File: src/hdl/sss_pkg.sv
// ----------------------------------------------------------------------------
// sss_pkg: shared types and constants of the sensor-to-servo scaler
// Payload structs, configuration register map, datapath command bundle.
// ----------------------------------------------------------------------------
package sss_pkg;

   localparam int unsigned DataWidth  = 16;
   localparam int unsigned IndexWidth = 3;
   localparam int unsigned DivSteps   = 16;
   localparam int unsigned CountWidth = 4;

   // Configuration register indexes
   typedef enum logic [IndexWidth-1:0] {
      REG_USE_CALIBRATION = 3'd0,
      REG_SMOOTH_ENABLE   = 3'd1,
      REG_FIXED_OFFSET    = 3'd2,
      REG_FIXED_SPAN      = 3'd3,
      REG_SERVO_MIN       = 3'd4,
      REG_SERVO_MAX       = 3'd5,
      REG_SERVO_SPAN      = 3'd6,
      REG_SLEW_STEP       = 3'd7
   } reg_index_type;

   // Reset values of the configuration registers
   localparam logic                 USE_CALIBRATION_RESET = 1'b1;
   localparam logic                 SMOOTH_ENABLE_RESET   = 1'b0;
   localparam logic [DataWidth-1:0] FIXED_OFFSET_RESET    = 16'd0;
   localparam logic [DataWidth-1:0] FIXED_SPAN_RESET      = 16'd4095;
   localparam logic [DataWidth-1:0] SERVO_MIN_RESET       = 16'd1000;
   localparam logic [DataWidth-1:0] SERVO_MAX_RESET       = 16'd2000;
   localparam logic [DataWidth-1:0] SERVO_SPAN_RESET      = 16'd1000;
   localparam logic [DataWidth-1:0] SLEW_STEP_RESET       = 16'd10;

   typedef struct packed {
      logic [DataWidth-1:0] hall_value;
      logic [DataWidth-1:0] cal_min;
      logic [DataWidth-1:0] cal_max;
   } req_type;

   typedef struct packed {
      logic [DataWidth-1:0] target_position;
      logic [DataWidth-1:0] drive_value;
      logic                 drive_written;
      logic                 range_error;
   } rsp_type;

   typedef struct packed {
      logic                 use_calibration;
      logic                 smooth_enable;
      logic [DataWidth-1:0] fixed_offset;
      logic [DataWidth-1:0] fixed_span;
      logic [DataWidth-1:0] servo_min;
      logic [DataWidth-1:0] servo_max;
      logic [DataWidth-1:0] servo_span;
      logic [DataWidth-1:0] slew_step;
   } cfg_type;

   // Controller to datapath commands
   typedef struct packed {
      logic load;      // capture the request and window bounds
      logic prep;      // clamp the sample, form offset and span
      logic mul;       // multiply offset by servo span
      logic div_step;  // one restoring division step
      logic finish;    // clamp target, update drive, fill result register
   } cmd_type;

endpackage

File: src/hdl/sss_csr.sv
// ----------------------------------------------------------------------------
// sss_csr: configuration registers
// Eight write-only registers, one transfer per cycle, always ready.
// ----------------------------------------------------------------------------
module sss_csr (
   input  logic                                clock,
   input  logic                                reset,
   input  logic                                csr_valid,
   output logic                                csr_ready,
   input  logic [sss_pkg::IndexWidth-1:0]      csr_index,
   input  logic [sss_pkg::DataWidth-1:0]       csr_data,
   output sss_pkg::cfg_type                    cfg
);

   sss_pkg::cfg_type cfg_ff;
   sss_pkg::cfg_type cfg_in;

   assign csr_ready = 1'b1;
   assign cfg       = cfg_ff;

   // Register decode
   always_comb begin
      cfg_in = cfg_ff;
      if (csr_valid) begin
         unique case (sss_pkg::reg_index_type'(csr_index))
            sss_pkg::REG_USE_CALIBRATION: cfg_in.use_calibration = csr_data[0];
            sss_pkg::REG_SMOOTH_ENABLE:   cfg_in.smooth_enable   = csr_data[0];
            sss_pkg::REG_FIXED_OFFSET:    cfg_in.fixed_offset    = csr_data;
            sss_pkg::REG_FIXED_SPAN:      cfg_in.fixed_span      = csr_data;
            sss_pkg::REG_SERVO_MIN:       cfg_in.servo_min       = csr_data;
            sss_pkg::REG_SERVO_MAX:       cfg_in.servo_max       = csr_data;
            sss_pkg::REG_SERVO_SPAN:      cfg_in.servo_span      = csr_data;
            sss_pkg::REG_SLEW_STEP:       cfg_in.slew_step       = csr_data;
            default:                      cfg_in = cfg_ff;
         endcase
      end
   end

   always_ff @(posedge clock) begin
      if (reset) begin
         cfg_ff.use_calibration <= sss_pkg::USE_CALIBRATION_RESET;
         cfg_ff.smooth_enable   <= sss_pkg::SMOOTH_ENABLE_RESET;
         cfg_ff.fixed_offset    <= sss_pkg::FIXED_OFFSET_RESET;
         cfg_ff.fixed_span      <= sss_pkg::FIXED_SPAN_RESET;
         cfg_ff.servo_min       <= sss_pkg::SERVO_MIN_RESET;
         cfg_ff.servo_max       <= sss_pkg::SERVO_MAX_RESET;
         cfg_ff.servo_span      <= sss_pkg::SERVO_SPAN_RESET;
         cfg_ff.slew_step       <= sss_pkg::SLEW_STEP_RESET;
      end else begin
         cfg_ff <= cfg_in;
      end
   end

endmodule

File: src/hdl/sss_ctrl.sv
// ----------------------------------------------------------------------------
// sss_ctrl: sequencing controller
// Steps one item through prep, multiply, divide and finish; owns the
// handshakes of the request and result channels.
// ----------------------------------------------------------------------------
module sss_ctrl (
   input  logic              clock,
   input  logic              reset,
   input  logic              req_valid,
   output logic              req_ready,
   output logic              rsp_valid,
   input  logic              rsp_ready,
   output sss_pkg::cmd_type  cmd
);

   typedef enum logic [2:0] {
      ST_IDLE,
      ST_PREP,
      ST_MUL,
      ST_DIV,
      ST_FIN
   } state_type;

   state_type                         state_ff,     state_in;
   logic [sss_pkg::CountWidth-1:0]    count_ff,     count_in;
   logic                              rsp_valid_ff, rsp_valid_in;
   logic                              slot_free;

   assign req_ready = (state_ff == ST_IDLE);
   assign rsp_valid = rsp_valid_ff;
   assign slot_free = !rsp_valid_ff || rsp_ready;

   // Commands to the datapath
   always_comb begin
      cmd          = '0;
      cmd.load     = (state_ff == ST_IDLE) && req_valid;
      cmd.prep     = (state_ff == ST_PREP);
      cmd.mul      = (state_ff == ST_MUL);
      cmd.div_step = (state_ff == ST_DIV);
      cmd.finish   = (state_ff == ST_FIN) && slot_free;
   end

   // Next state
   always_comb begin
      state_in     = state_ff;
      count_in     = count_ff;
      rsp_valid_in = rsp_valid_ff && !rsp_ready;
      unique case (state_ff)
         ST_IDLE: begin
            if (req_valid) state_in = ST_PREP;
         end
         ST_PREP: begin
            state_in = ST_MUL;
         end
         ST_MUL: begin
            state_in = ST_DIV;
            count_in = '0;
         end
         ST_DIV: begin
            count_in = count_ff + 1'b1;
            if (count_ff == sss_pkg::CountWidth'(sss_pkg::DivSteps - 1)) state_in = ST_FIN;
         end
         ST_FIN: begin
            if (slot_free) begin
               state_in     = ST_IDLE;
               rsp_valid_in = 1'b1;
            end
         end
         default: state_in = ST_IDLE;
      endcase
   end

   always_ff @(posedge clock) begin
      if (reset) begin
         state_ff     <= ST_IDLE;
         count_ff     <= '0;
         rsp_valid_ff <= 1'b0;
      end else begin
         state_ff     <= state_in;
         count_ff     <= count_in;
         rsp_valid_ff <= rsp_valid_in;
      end
   end

endmodule

File: src/hdl/sss_dp.sv
// ----------------------------------------------------------------------------
// sss_dp: scaler datapath
// Window select and clamp, 16x16 multiply, serial restoring divider,
// servo clamp, slew limiter and result register.
// ----------------------------------------------------------------------------
module sss_dp (
   input  logic              clock,
   input  logic              reset,
   input  sss_pkg::cmd_type  cmd,
   input  sss_pkg::cfg_type  cfg,
   input  sss_pkg::req_type  req_data,
   output sss_pkg::rsp_type  rsp_data
);

   localparam int unsigned W = sss_pkg::DataWidth;

   logic [W-1:0]   val_ff,   val_in;
   logic [W-1:0]   lo_ff,    lo_in;
   logic [W:0]     hi_ff,    hi_in;
   logic [W-1:0]   diff_ff,  diff_in;
   logic [W-1:0]   span_ff,  span_in;
   logic           err_ff,   err_in;
   logic [W-1:0]   rem_ff,   rem_in;
   logic [W-1:0]   quo_ff,   quo_in;
   logic [W-1:0]   drive_ff, drive_in;
   sss_pkg::rsp_type rsp_ff, rsp_in;

   logic [W:0]     val_clamped;
   logic [2*W-1:0] product;
   logic [W:0]     trial;
   logic [W:0]     raw;
   logic [W-1:0]   target;
   logic           step_up;
   logic           step_down;
   logic           written;

   assign rsp_data = rsp_ff;

   // Window bounds at capture; the fixed upper bound is kept at 17 bits
   always_comb begin
      val_in = val_ff;
      lo_in  = lo_ff;
      hi_in  = hi_ff;
      if (cmd.load) begin
         val_in = req_data.hall_value;
         if (cfg.use_calibration) begin
            lo_in = req_data.cal_min;
            hi_in = {1'b0, req_data.cal_max};
         end else begin
            lo_in = cfg.fixed_offset;
            hi_in = {1'b0, cfg.fixed_offset} + {1'b0, cfg.fixed_span};
         end
      end
   end

   // Clamp sample into window, form offset and span
   always_comb begin
      if ({1'b0, val_ff} > hi_ff) begin
         val_clamped = hi_ff;
      end else if (val_ff < lo_ff) begin
         val_clamped = {1'b0, lo_ff};
      end else begin
         val_clamped = {1'b0, val_ff};
      end
      diff_in = diff_ff;
      span_in = span_ff;
      err_in  = err_ff;
      if (cmd.prep) begin
         err_in  = (hi_ff <= {1'b0, lo_ff});
         diff_in = W'(val_clamped - {1'b0, lo_ff});
         span_in = W'(hi_ff - {1'b0, lo_ff});
      end
   end

   // Multiply, then restoring division; the quotient fits 16 bits, so the
   // upper product half starts as the partial remainder
   assign product = diff_ff * cfg.servo_span;
   assign trial   = {rem_ff, quo_ff[W-1]};

   always_comb begin
      rem_in = rem_ff;
      quo_in = quo_ff;
      if (cmd.mul) begin
         rem_in = product[2*W-1:W];
         quo_in = product[W-1:0];
      end else if (cmd.div_step) begin
         if (trial >= {1'b0, span_ff}) begin
            rem_in = W'(trial - {1'b0, span_ff});
            quo_in = {quo_ff[W-2:0], 1'b1};
         end else begin
            rem_in = trial[W-1:0];
            quo_in = {quo_ff[W-2:0], 1'b0};
         end
      end
   end

   // Servo offset and clamp; the upper bound is tested first
   always_comb begin
      raw = err_ff ? {1'b0, cfg.servo_min} : ({1'b0, quo_ff} + {1'b0, cfg.servo_min});
      if (raw > {1'b0, cfg.servo_max}) begin
         target = cfg.servo_max;
      end else if (raw < {1'b0, cfg.servo_min}) begin
         target = cfg.servo_min;
      end else begin
         target = raw[W-1:0];
      end
   end

   // Slew limiter: when smoothing is enabled, step only when more than one step away
   assign step_up   = ({1'b0, drive_ff} + {1'b0, cfg.slew_step}) < {1'b0, target};
   assign step_down = {1'b0, drive_ff} > ({1'b0, target} + {1'b0, cfg.slew_step});

   always_comb begin
      drive_in = drive_ff;
      written  = 1'b0;
      if (!cfg.smooth_enable) begin
         drive_in = target;
         written  = 1'b1;
      end else if (step_up) begin
         drive_in = drive_ff + cfg.slew_step;
         written  = 1'b1;
      end else if (step_down) begin
         drive_in = drive_ff - cfg.slew_step;
         written  = 1'b1;
      end
   end

   // Result register
   always_comb begin
      rsp_in = rsp_ff;
      if (cmd.finish) begin
         rsp_in.target_position = target;
         rsp_in.drive_value     = drive_in;
         rsp_in.drive_written   = written;
         rsp_in.range_error     = err_ff;
      end
   end

   always_ff @(posedge clock) begin
      val_ff  <= val_in;
      lo_ff   <= lo_in;
      hi_ff   <= hi_in;
      diff_ff <= diff_in;
      span_ff <= span_in;
      err_ff  <= err_in;
      rem_ff  <= rem_in;
      quo_ff  <= quo_in;
      rsp_ff  <= rsp_in;
   end

   // Kept drive value
   always_ff @(posedge clock) begin
      if (reset) begin
         drive_ff <= sss_pkg::SERVO_MAX_RESET;
      end else if (cmd.finish) begin
         drive_ff <= drive_in;
      end
   end

endmodule

File: src/hdl/sensor_to_servo_scaler_slew_top.sv
// ----------------------------------------------------------------------------
// sensor_to_servo_scaler_slew_top: hall sample to servo compare value
// Linear range map with servo clamp and optional slew limiting.
// ----------------------------------------------------------------------------
// One item is processed at a time. After the request transfer the item passes
// the clamp (prep) state, the multiply state, the restoring divider at one
// quotient bit per cycle, and the finish state, which fills the result
// register. The next request is taken only once the controller is back in
// idle. A result waits in its own register, so the next request is taken
// while the previous result is still unclaimed; a new result is held back only
// until that register frees. Configuration writes are to be made by the user
// only while idle; the block itself does not enforce this.
module sensor_to_servo_scaler_slew_top (
   input  logic                           clock,
   input  logic                           reset,
   input  logic                           req_valid,
   output logic                           req_ready,
   input  sss_pkg::req_type               req_data,
   output logic                           rsp_valid,
   input  logic                           rsp_ready,
   output sss_pkg::rsp_type               rsp_data,
   input  logic                           csr_valid,
   output logic                           csr_ready,
   input  logic [sss_pkg::IndexWidth-1:0] csr_index,
   input  logic [sss_pkg::DataWidth-1:0]  csr_data
);

   sss_pkg::cfg_type cfg;
   sss_pkg::cmd_type cmd;

   sss_csr u_csr (
      .clock     (clock),
      .reset     (reset),
      .csr_valid (csr_valid),
      .csr_ready (csr_ready),
      .csr_index (csr_index),
      .csr_data  (csr_data),
      .cfg       (cfg)
   );

   sss_ctrl u_ctrl (
      .clock     (clock),
      .reset     (reset),
      .req_valid (req_valid),
      .req_ready (req_ready),
      .rsp_valid (rsp_valid),
      .rsp_ready (rsp_ready),
      .cmd       (cmd)
   );

   sss_dp u_dp (
      .clock    (clock),
      .reset    (reset),
      .cmd      (cmd),
      .cfg      (cfg),
      .req_data (req_data),
      .rsp_data (rsp_data)
   );

endmodule

File: config.mk
export PLATFORM = sky130hd
export DESIGN_NAME = sensor_to_servo_scaler_slew_top
export DESIGN_NICKNAME = d
export VERILOG_FILES = /design/src/hdl/sss_pkg.sv /design/src/hdl/sss_csr.sv /design/src/hdl/sss_ctrl.sv /design/src/hdl/sss_dp.sv /design/src/hdl/sensor_to_servo_scaler_slew_top.sv
export SDC_FILE = /design/constraint.sdc
export NUM_CORES = 1
export LEC_CHECK = 0
export BUFFER_PORTS_ARGS = -buffer_cell sky130_fd_sc_hd__buf_2
export CAP_MARGIN = 30
export CORE_MARGIN = 2
export CORE_UTILIZATION = 25
export CTS_CLUSTER_SIZE = 24
export DETAILED_ROUTE_END_ITERATION = 12
export HOLD_SLACK_MARGIN = 0.08
export PLACE_DENSITY = 0.44
export SYNTH_ARGS = -nofsm -noshare
export SYNTH_HDL_FRONTEND = slang
export SYNTH_SLANG_ARGS = --single-unit
File: constraint.sdc
create_clock -name clock -period 15.7 [get_ports clock]
set_input_delay 1.57 -clock clock [delete_from_list [all_inputs] [get_ports clock]]
set_output_delay 1.57 -clock clock [all_outputs]
set_load 0.02 [all_outputs]
* Yosys cells after proc, flatten, opt, wreduce, memory -nomap -nowiden
Index checks and enable logic that the tools add are counted.
Word-level totals: register bits 270, latch bits 0, memory bits (writable) 0, bits in read-only memories 0, memories kept 0
Cells by class: $add $sub $neg 10, multipliers 1, divide/modulo/power cells 0, magnitude comparators 8, eq/ne operators 15, shifts and indexed selects 0, muxes and demuxes 24, bitwise gates (word level) 1, reduce and logical (&&, ||, !) cells 19
Operator list (count):
- 16-bit two-way mux | 14
- 16-bit by 16-bit adder with 17-bit output | 4
- 16-bit subtractor | 4
- 16-bit by 17-bit greater-than comparator with 1-bit output | 2
- 17-bit by 16-bit less-than comparator with 1-bit output | 2
- 16-bit by 16-bit multiplier with 32-bit output | 1
- 17-bit by 16-bit >= comparator with 1-bit output | 1
- 17-bit by 16-bit greater-than comparator with 1-bit output | 1
- 17-bit by 16-bit <= comparator with 1-bit output | 1
- 17-bit two-way mux | 1
- 16-bit adder | 1
- 16-bit less-than comparator | 1
- 2-bit AND reduction | 8
- 3-bit == test (second input constant) | 5
- 3-bit one-hot mux with 5 select lines | 1
- 3-bit by 2-bit == test with 1-bit output (second input constant) | 4
- 3-bit two-way mux | 3
- 4-bit one-hot mux with 2 select lines | 1
- 3-bit by 1-bit == test with 1-bit output (second input constant) | 2
- 3-bit logical NOT | 2
- 4-bit by 1-bit adder with 4-bit output (second input constant) | 1
- 4-bit == test (second input constant) | 1
- 1-bit two-way mux | 4
- 2-bit by 1-bit inequality test with 1-bit output (second input constant) | 2
- other kinds (8) | 11

* Depth between registers and ports, before layout
word-level depth 10, mapped depth 42

* Modules after synthesis
Synthesis repeated with hierarchy kept, for this count alone.
Second synthesis, totals: cells, all modules 2984, area total of the unflattened synthesis 27485.1 µm²
By module, submodules not included:
- sss_dp | times used 1, cells an instance 2567, area each 23115.9 µm², sequential area each 4764.6 µm²
- sss_csr | times used 1, cells an instance 365, area each 3937.5 µm², sequential area each 1961.9 µm²
- sss_ctrl | times used 1, cells an instance 52, area each 431.7 µm², sequential area each 160.2 µm²

* Worst setup path before layout
OpenSTA, ideal clock, no wires.
path kind register to register, from register u_csr.cfg_ff, in the netlist u_csr.cfg[48], to register u_dp.drive_ff[7], setup time 119 ps, arrival time 7984 ps, data required time 15581 ps, path slack 7597 ps, stages on the path, launching flop included 41, path buffers 2, clock period less this slack 8103 ps, path through dfxtp_1 -> ha_1 -> inv_1 -> fa_1 -> nor2b_1 -> o31ai_1 -> a21oi_1 -> a21oi_1 -> o21ai_0 -> nand3_1 -> ha_1 -> a211o_1 -> o211ai_1 -> a21oi_1 -> a211o_1 -> clkbuf_1 -> nor2_1 -> o21ai_0 -> (+5 left out) -> a21oi_1 -> o21ai_0 -> a311oi_1 -> o21ai_0 -> a31o_2 -> a21oi_1 -> xor2_1 -> ha_1 -> nand3_1 -> nor4_1 -> a31oi_1 -> nand3_1 -> a211o_1 -> buf_6 -> mux2_4 -> mux2_2 -> mux2_4 -> a21bo_1
Between the ends: longest elaborated chain between the ends 10, elaborated cells between the ends (all ways) 12
Ends and longest elaborated chain:
- start, declared | RTL line sss_csr.sv:15 | sss_pkg::cfg_type cfg_ff;
- start signal, assigned | RTL line sss_csr.sv:50 | cfg_ff <= cfg_in;
- 16-bit by 16-bit adder with 17-bit output | RTL line sss_dp.sv:99 | raw = err_ff ? {1'b0, cfg.servo_min} : ({1'b0, quo_ff} + {1'b0, cfg.servo_min});
- 17-bit two-way mux | RTL line sss_dp.sv:99
- 17-bit by 16-bit less-than comparator with 1-bit output | RTL line sss_dp.sv:102 | end else if (raw < {1'b0, cfg.servo_min}) begin
- 16-bit two-way mux | RTL line sss_dp.sv:102
- 16-bit two-way mux * | RTL line sss_dp.sv:100 | if (raw > {1'b0, cfg.servo_max}) begin
- named net u_dp.target[1] | RTL line sss_dp.sv:32 | logic [W-1:0] target;
- 16-bit by 16-bit adder with 17-bit output | RTL line sss_dp.sv:111 | assign step_down = {1'b0, drive_ff} > ({1'b0, target} + {1'b0, cfg.slew_step});
- 16-bit by 17-bit greater-than comparator with 1-bit output | RTL line sss_dp.sv:111
- 16-bit two-way mux | RTL line sss_dp.sv:122 | end else if (step_down) begin
- 16-bit two-way mux * | RTL line sss_dp.sv:119 | end else if (step_up) begin
- 16-bit two-way mux * | RTL line sss_dp.sv:116 | if (!cfg.smooth_enable) begin
- named net u_dp.drive_in[7] | RTL line sss_dp.sv:25 | logic [W-1:0] drive_ff, drive_in;
- end signal, assigned | RTL line sss_dp.sv:154 | drive_ff <= sss_pkg::SERVO_MAX_RESET;
- end signal, assigned | RTL line sss_dp.sv:156 | drive_ff <= drive_in;
- end, declared | RTL line sss_dp.sv:25
The timed path passes the listed nets; every way through them passes the cells marked *. A chain may end at the register's enable or synchronous reset.

* Worst setup path in the final report
from register u_csr.cfg_ff, in the netlist u_csr.cfg[48], to register u_dp.drive_ff[5]
The elaborated chain is that of the path after synthesis.

==> metrics.csv <==
stage,metric,value,unit
run_status,outcome,"complete, no violations",
placement,gp_congestion,0.825,
timing,rsz0062_at_grt,no,
power_and_ir_drop,pwr_density_cell,226,nW/um^2
power_and_ir_drop,max-vdd-ir-drop,0.293,mV
route,wire_per_inst,18.6,um
clock_tree,clock_latency,0.56,ns
worst_hold_path,holdPathStages,2,
logic_synthesis,synth_fp_nets,3691,
placement,hpwl,66.1,mm
layout,fin_cells,4591,
grt,grt_max_degree,73,
floorplan,die_w,333,um
clock_tree,post_cts_buffers,0,
logic_synthesis,ys_seq_area_share,25.4,%
flow_run,max-cap-violations,0,
logic_synthesis,yosysTopAreaCell,edfxtp_1,
grt,gr-total-overflow,0,
clock_tree,cts.hold.buffers_added,0,
floorplan,ios,109,
grt,grt_first_pass_wirelength,132,mm
grt,grt_usage,15.3,%
placement,io_buffer_count,107,
timing,hold_viol_final,0,
timing,period_needed,9.93,ns
logic_synthesis,synthDistinctLibCells,77,
worst_setup_path,start_kind,flip-flop,
timing,fmax,101,MHz
worst_setup_path,cp_top_family,compound AO/OA/AOI/OAI gates,
logic_synthesis,async_flop_share,0,%
route,remaining_drc_errors,0,
worst_setup_path,end_kind,flip-flop,
worst_setup_path,slowest_stage,nor2_1,
logic_synthesis,ys_warn_count,0,
logic_synthesis,yosys.area.top_type_share,16.4,%
route,ant_nets,0,
timing,slew_viol_final,0,
layout,syn_to_final_growth,12.1,%
worst_hold_path,min_to,u_csr.cfg[20],
layout,fin_nets,3760,
logic_synthesis,ys_seq_elements,270,
logic_synthesis,synth-edff-count,148,
clock_tree,ctsResizeCount,0,
timing,setup_tns,0,ns
worst_setup_path,worstSetupPathType,flip-flop to flip-flop,
floorplan,core,107000,sq um
worst_setup_path,cp.arrival,10.36,ns
floorplan,die_h,333,um
logic_synthesis,syn_avg_cell_area,8.77,sq um
route,wl,85.6,mm
route,via_per_inst,4.71,
clock_tree,clock_path_buffers,3,
logic_synthesis,yosys.cell_count.top_type,nand2_1,
timing,final-setup-viol-count,0,
layout,drive_above_1_share,8.38,%
worst_setup_path,r2r_start,u_csr.cfg[48],
worst_setup_path,required,16.13,ns
clock_tree,cts_tree,yes,
timing,fin_ws,5.77,ns
clock_tree,cts_buffers,34,
floorplan,dieArea,111000,sq um
power_and_ir_drop,p_leak,13.7,nW
route,dr.first_iter.drc_count,1333,
clock_tree,path_clk_slew,0.06,ns
clock_tree,htree_levels,2,
worst_setup_path,slowest_delay,0.59,ns
logic_synthesis,synth-main-ff-cell,edfxtp_1,
floorplan,initial_core_util,25.3,%
worst_setup_path,cp_max_fo,22,
worst_hold_path,hp-start,u_csr.cfg[20],
timing,worstMarginPinSlew,0.990,ns
logic_synthesis,synth_common_cells,"445 x nand2_1, 374 x inv_1, 324 x ha_1, 243 x a21oi_1, 202 x fa_1",
grt,grt_pass1_vias,21700,
worst_setup_path,cp_common_cell,o21ai_0,
worst_setup_path,reg2reg_to,u_dp.drive_ff[5],
logic_synthesis,netlist_instances,3093,
placement,dp.cells,4529,
timing,skew,0.0274,ns
timing,slew_headroom,32.3,%
placement,dpl_worst_slack,5.97,ns
route,num_vias,21600,
worst_setup_path,r2r_cells,37,
clock_tree,clock-root-buffer,clkbuf_16,
worst_setup_path,ff2ff_setup_slack,5.77,ns
worst_hold_path,hold_class,flip-flop to flip-flop,
grt,antenna_found_initial,8,
route,drt_first_pass_iters,5,
logic_synthesis,ys_top_cells_by_area,"edfxtp_1 16%, ha_1 15%, fa_1 15%, dfxtp_1 9.0%, nand2_1 6.2%",
timing,finalCritPeriodShare,63.2,%
logic_synthesis,netlist_area,27100,sq um
floorplan,num_rows,120,
worst_setup_path,path_buf_inv,2,
clock_tree,clock_sink_count,270,
-- power breakdown --
group / internal (mW) / leakage [nW] / switching [mW]
Clock: 0.446 / 0.532 / 0.340
Sequential: 0.867 / 2.36 / 0.0719
Combinational: 2.04 / 10.8 / 3.10
-- per-layer routing --
metal,routed length [um],track usage [%],up-vias
met1,41000,21.5,10400
met4,1990,3.80,6
met5,28,0,-
met2,38900,24.8,401
met3,3610,1.81,93
li1,-,-,10700
-- logic make-up after synthesis --
group / count (synthesis) / synth area share (%)
muxes: 63 / 2.52
other: 1 / 0.0138
buffers and inverters: 494 / 6.89
AOI/OAI and AO/OA: 687 / 15.8
and+or+nand+nor: 944 / 16.0
adders and majority gates: 526 / 29.8
DFF: 270 / 25.4
xor gates and xnor gates: 108 / 3.49
-- layout make-up --
type                    count  area, sq um
diodes                      1         2.50
flip-flops and latches    270         6890
clock inverters            17          153
repair buffers            151          866
fillers                 11500        76900
well taps                1403         1760
inverters                 376         1410
clock buffers              44          940
multi-input cells        2329        18400
-- worst register-to-register path, delay by kind of cell, from the launching register on --
kind                     cells  cell delay (ns)
XOR/XNOR                     2             0.22
buffers and inverters        2             0.36
adder cells (fa/ha/maj)      5             1.69
flip-flops                   1             0.43
AO/OA/AOI/OAI               18             4.74
AND/OR/NAND/NOR              7             1.47
multiplexers                 3             0.93
-- worst max path at each step --
stage                       start                end  slack, ns  cells after the start
CTS                 u_csr.cfg[48]  u_dp.drive_ff[11]       5.90                     37
global placement    u_csr.cfg[48]  u_dp.drive_ff[10]       6.16                     37
floorplan           u_csr.cfg[48]   u_dp.drive_ff[7]       7.60                     40
detailed placement  u_csr.cfg[48]  u_dp.drive_ff[10]       5.97                     37
global route        u_csr.cfg[48]  u_dp.drive_ff[11]       4.96                     37
finish              u_csr.cfg[48]   u_dp.drive_ff[5]       5.77                     37
-- state kept, by name, indices dropped and copies added (netlist names), 4 cells and up --
signal	flops
u_dp.span_ff	16
u_dp.hi_ff	17
u_dp.lo_ff	16
u_dp.quo_ff	16
u_dp.rsp_data	34
u_dp.diff_ff	16
u_dp.drive_ff	16
u_dp.rem_ff	16
u_dp.val_ff	16
u_ctrl.count_ff	4
u_csr.cfg	98
-- layout by cell type, fill, tap and decap left out, types with 28 or more instances in the layout --
| master | instances |
|---|---|
| a21o_1 | 57 |
| fa_1 | 202 |
| a21oi_1 | 243 |
| clkbuf_16 | 35 |
| and2_1 | 104 |
| nand2_1 | 445 |
| ha_1 | 324 |
| xor2_1 | 44 |
| inv_1 | 374 |
| edfxtp_1 | 148 |
| mux2_2 | 34 |
| nor2_1 | 145 |
| buf_2 | 107 |
| o21a_1 | 28 |
| o211ai_1 | 32 |
| nand3_1 | 46 |
| o21ai_0 | 137 |
| buf_4 | 44 |
| nor3_1 | 50 |
| dfxtp_1 | 121 |
| xnor2_1 | 64 |
| nor2b_1 | 31 |
-- stage by stage --
stage | power (mW) | hold WS [ns] | utilization (%) | area (sq um)
3_3_place_gp | 6.12 | 0.445 | 27.3 | 29300
2_1_floorplan | 4.55 | 0.436 | - | 27100
6_report | 6.87 | 0.462 | 28.3 | 30400
4_1_cts | 6.94 | 0.463 | 28.3 | 30400
5_1_grt | 7.59 | 0.485 | 28.3 | 30400
3_5_place_dp | 6.10 | 0.454 | 27.3 | 29300
No activity file was read; power rests on OpenSTA's default activity.
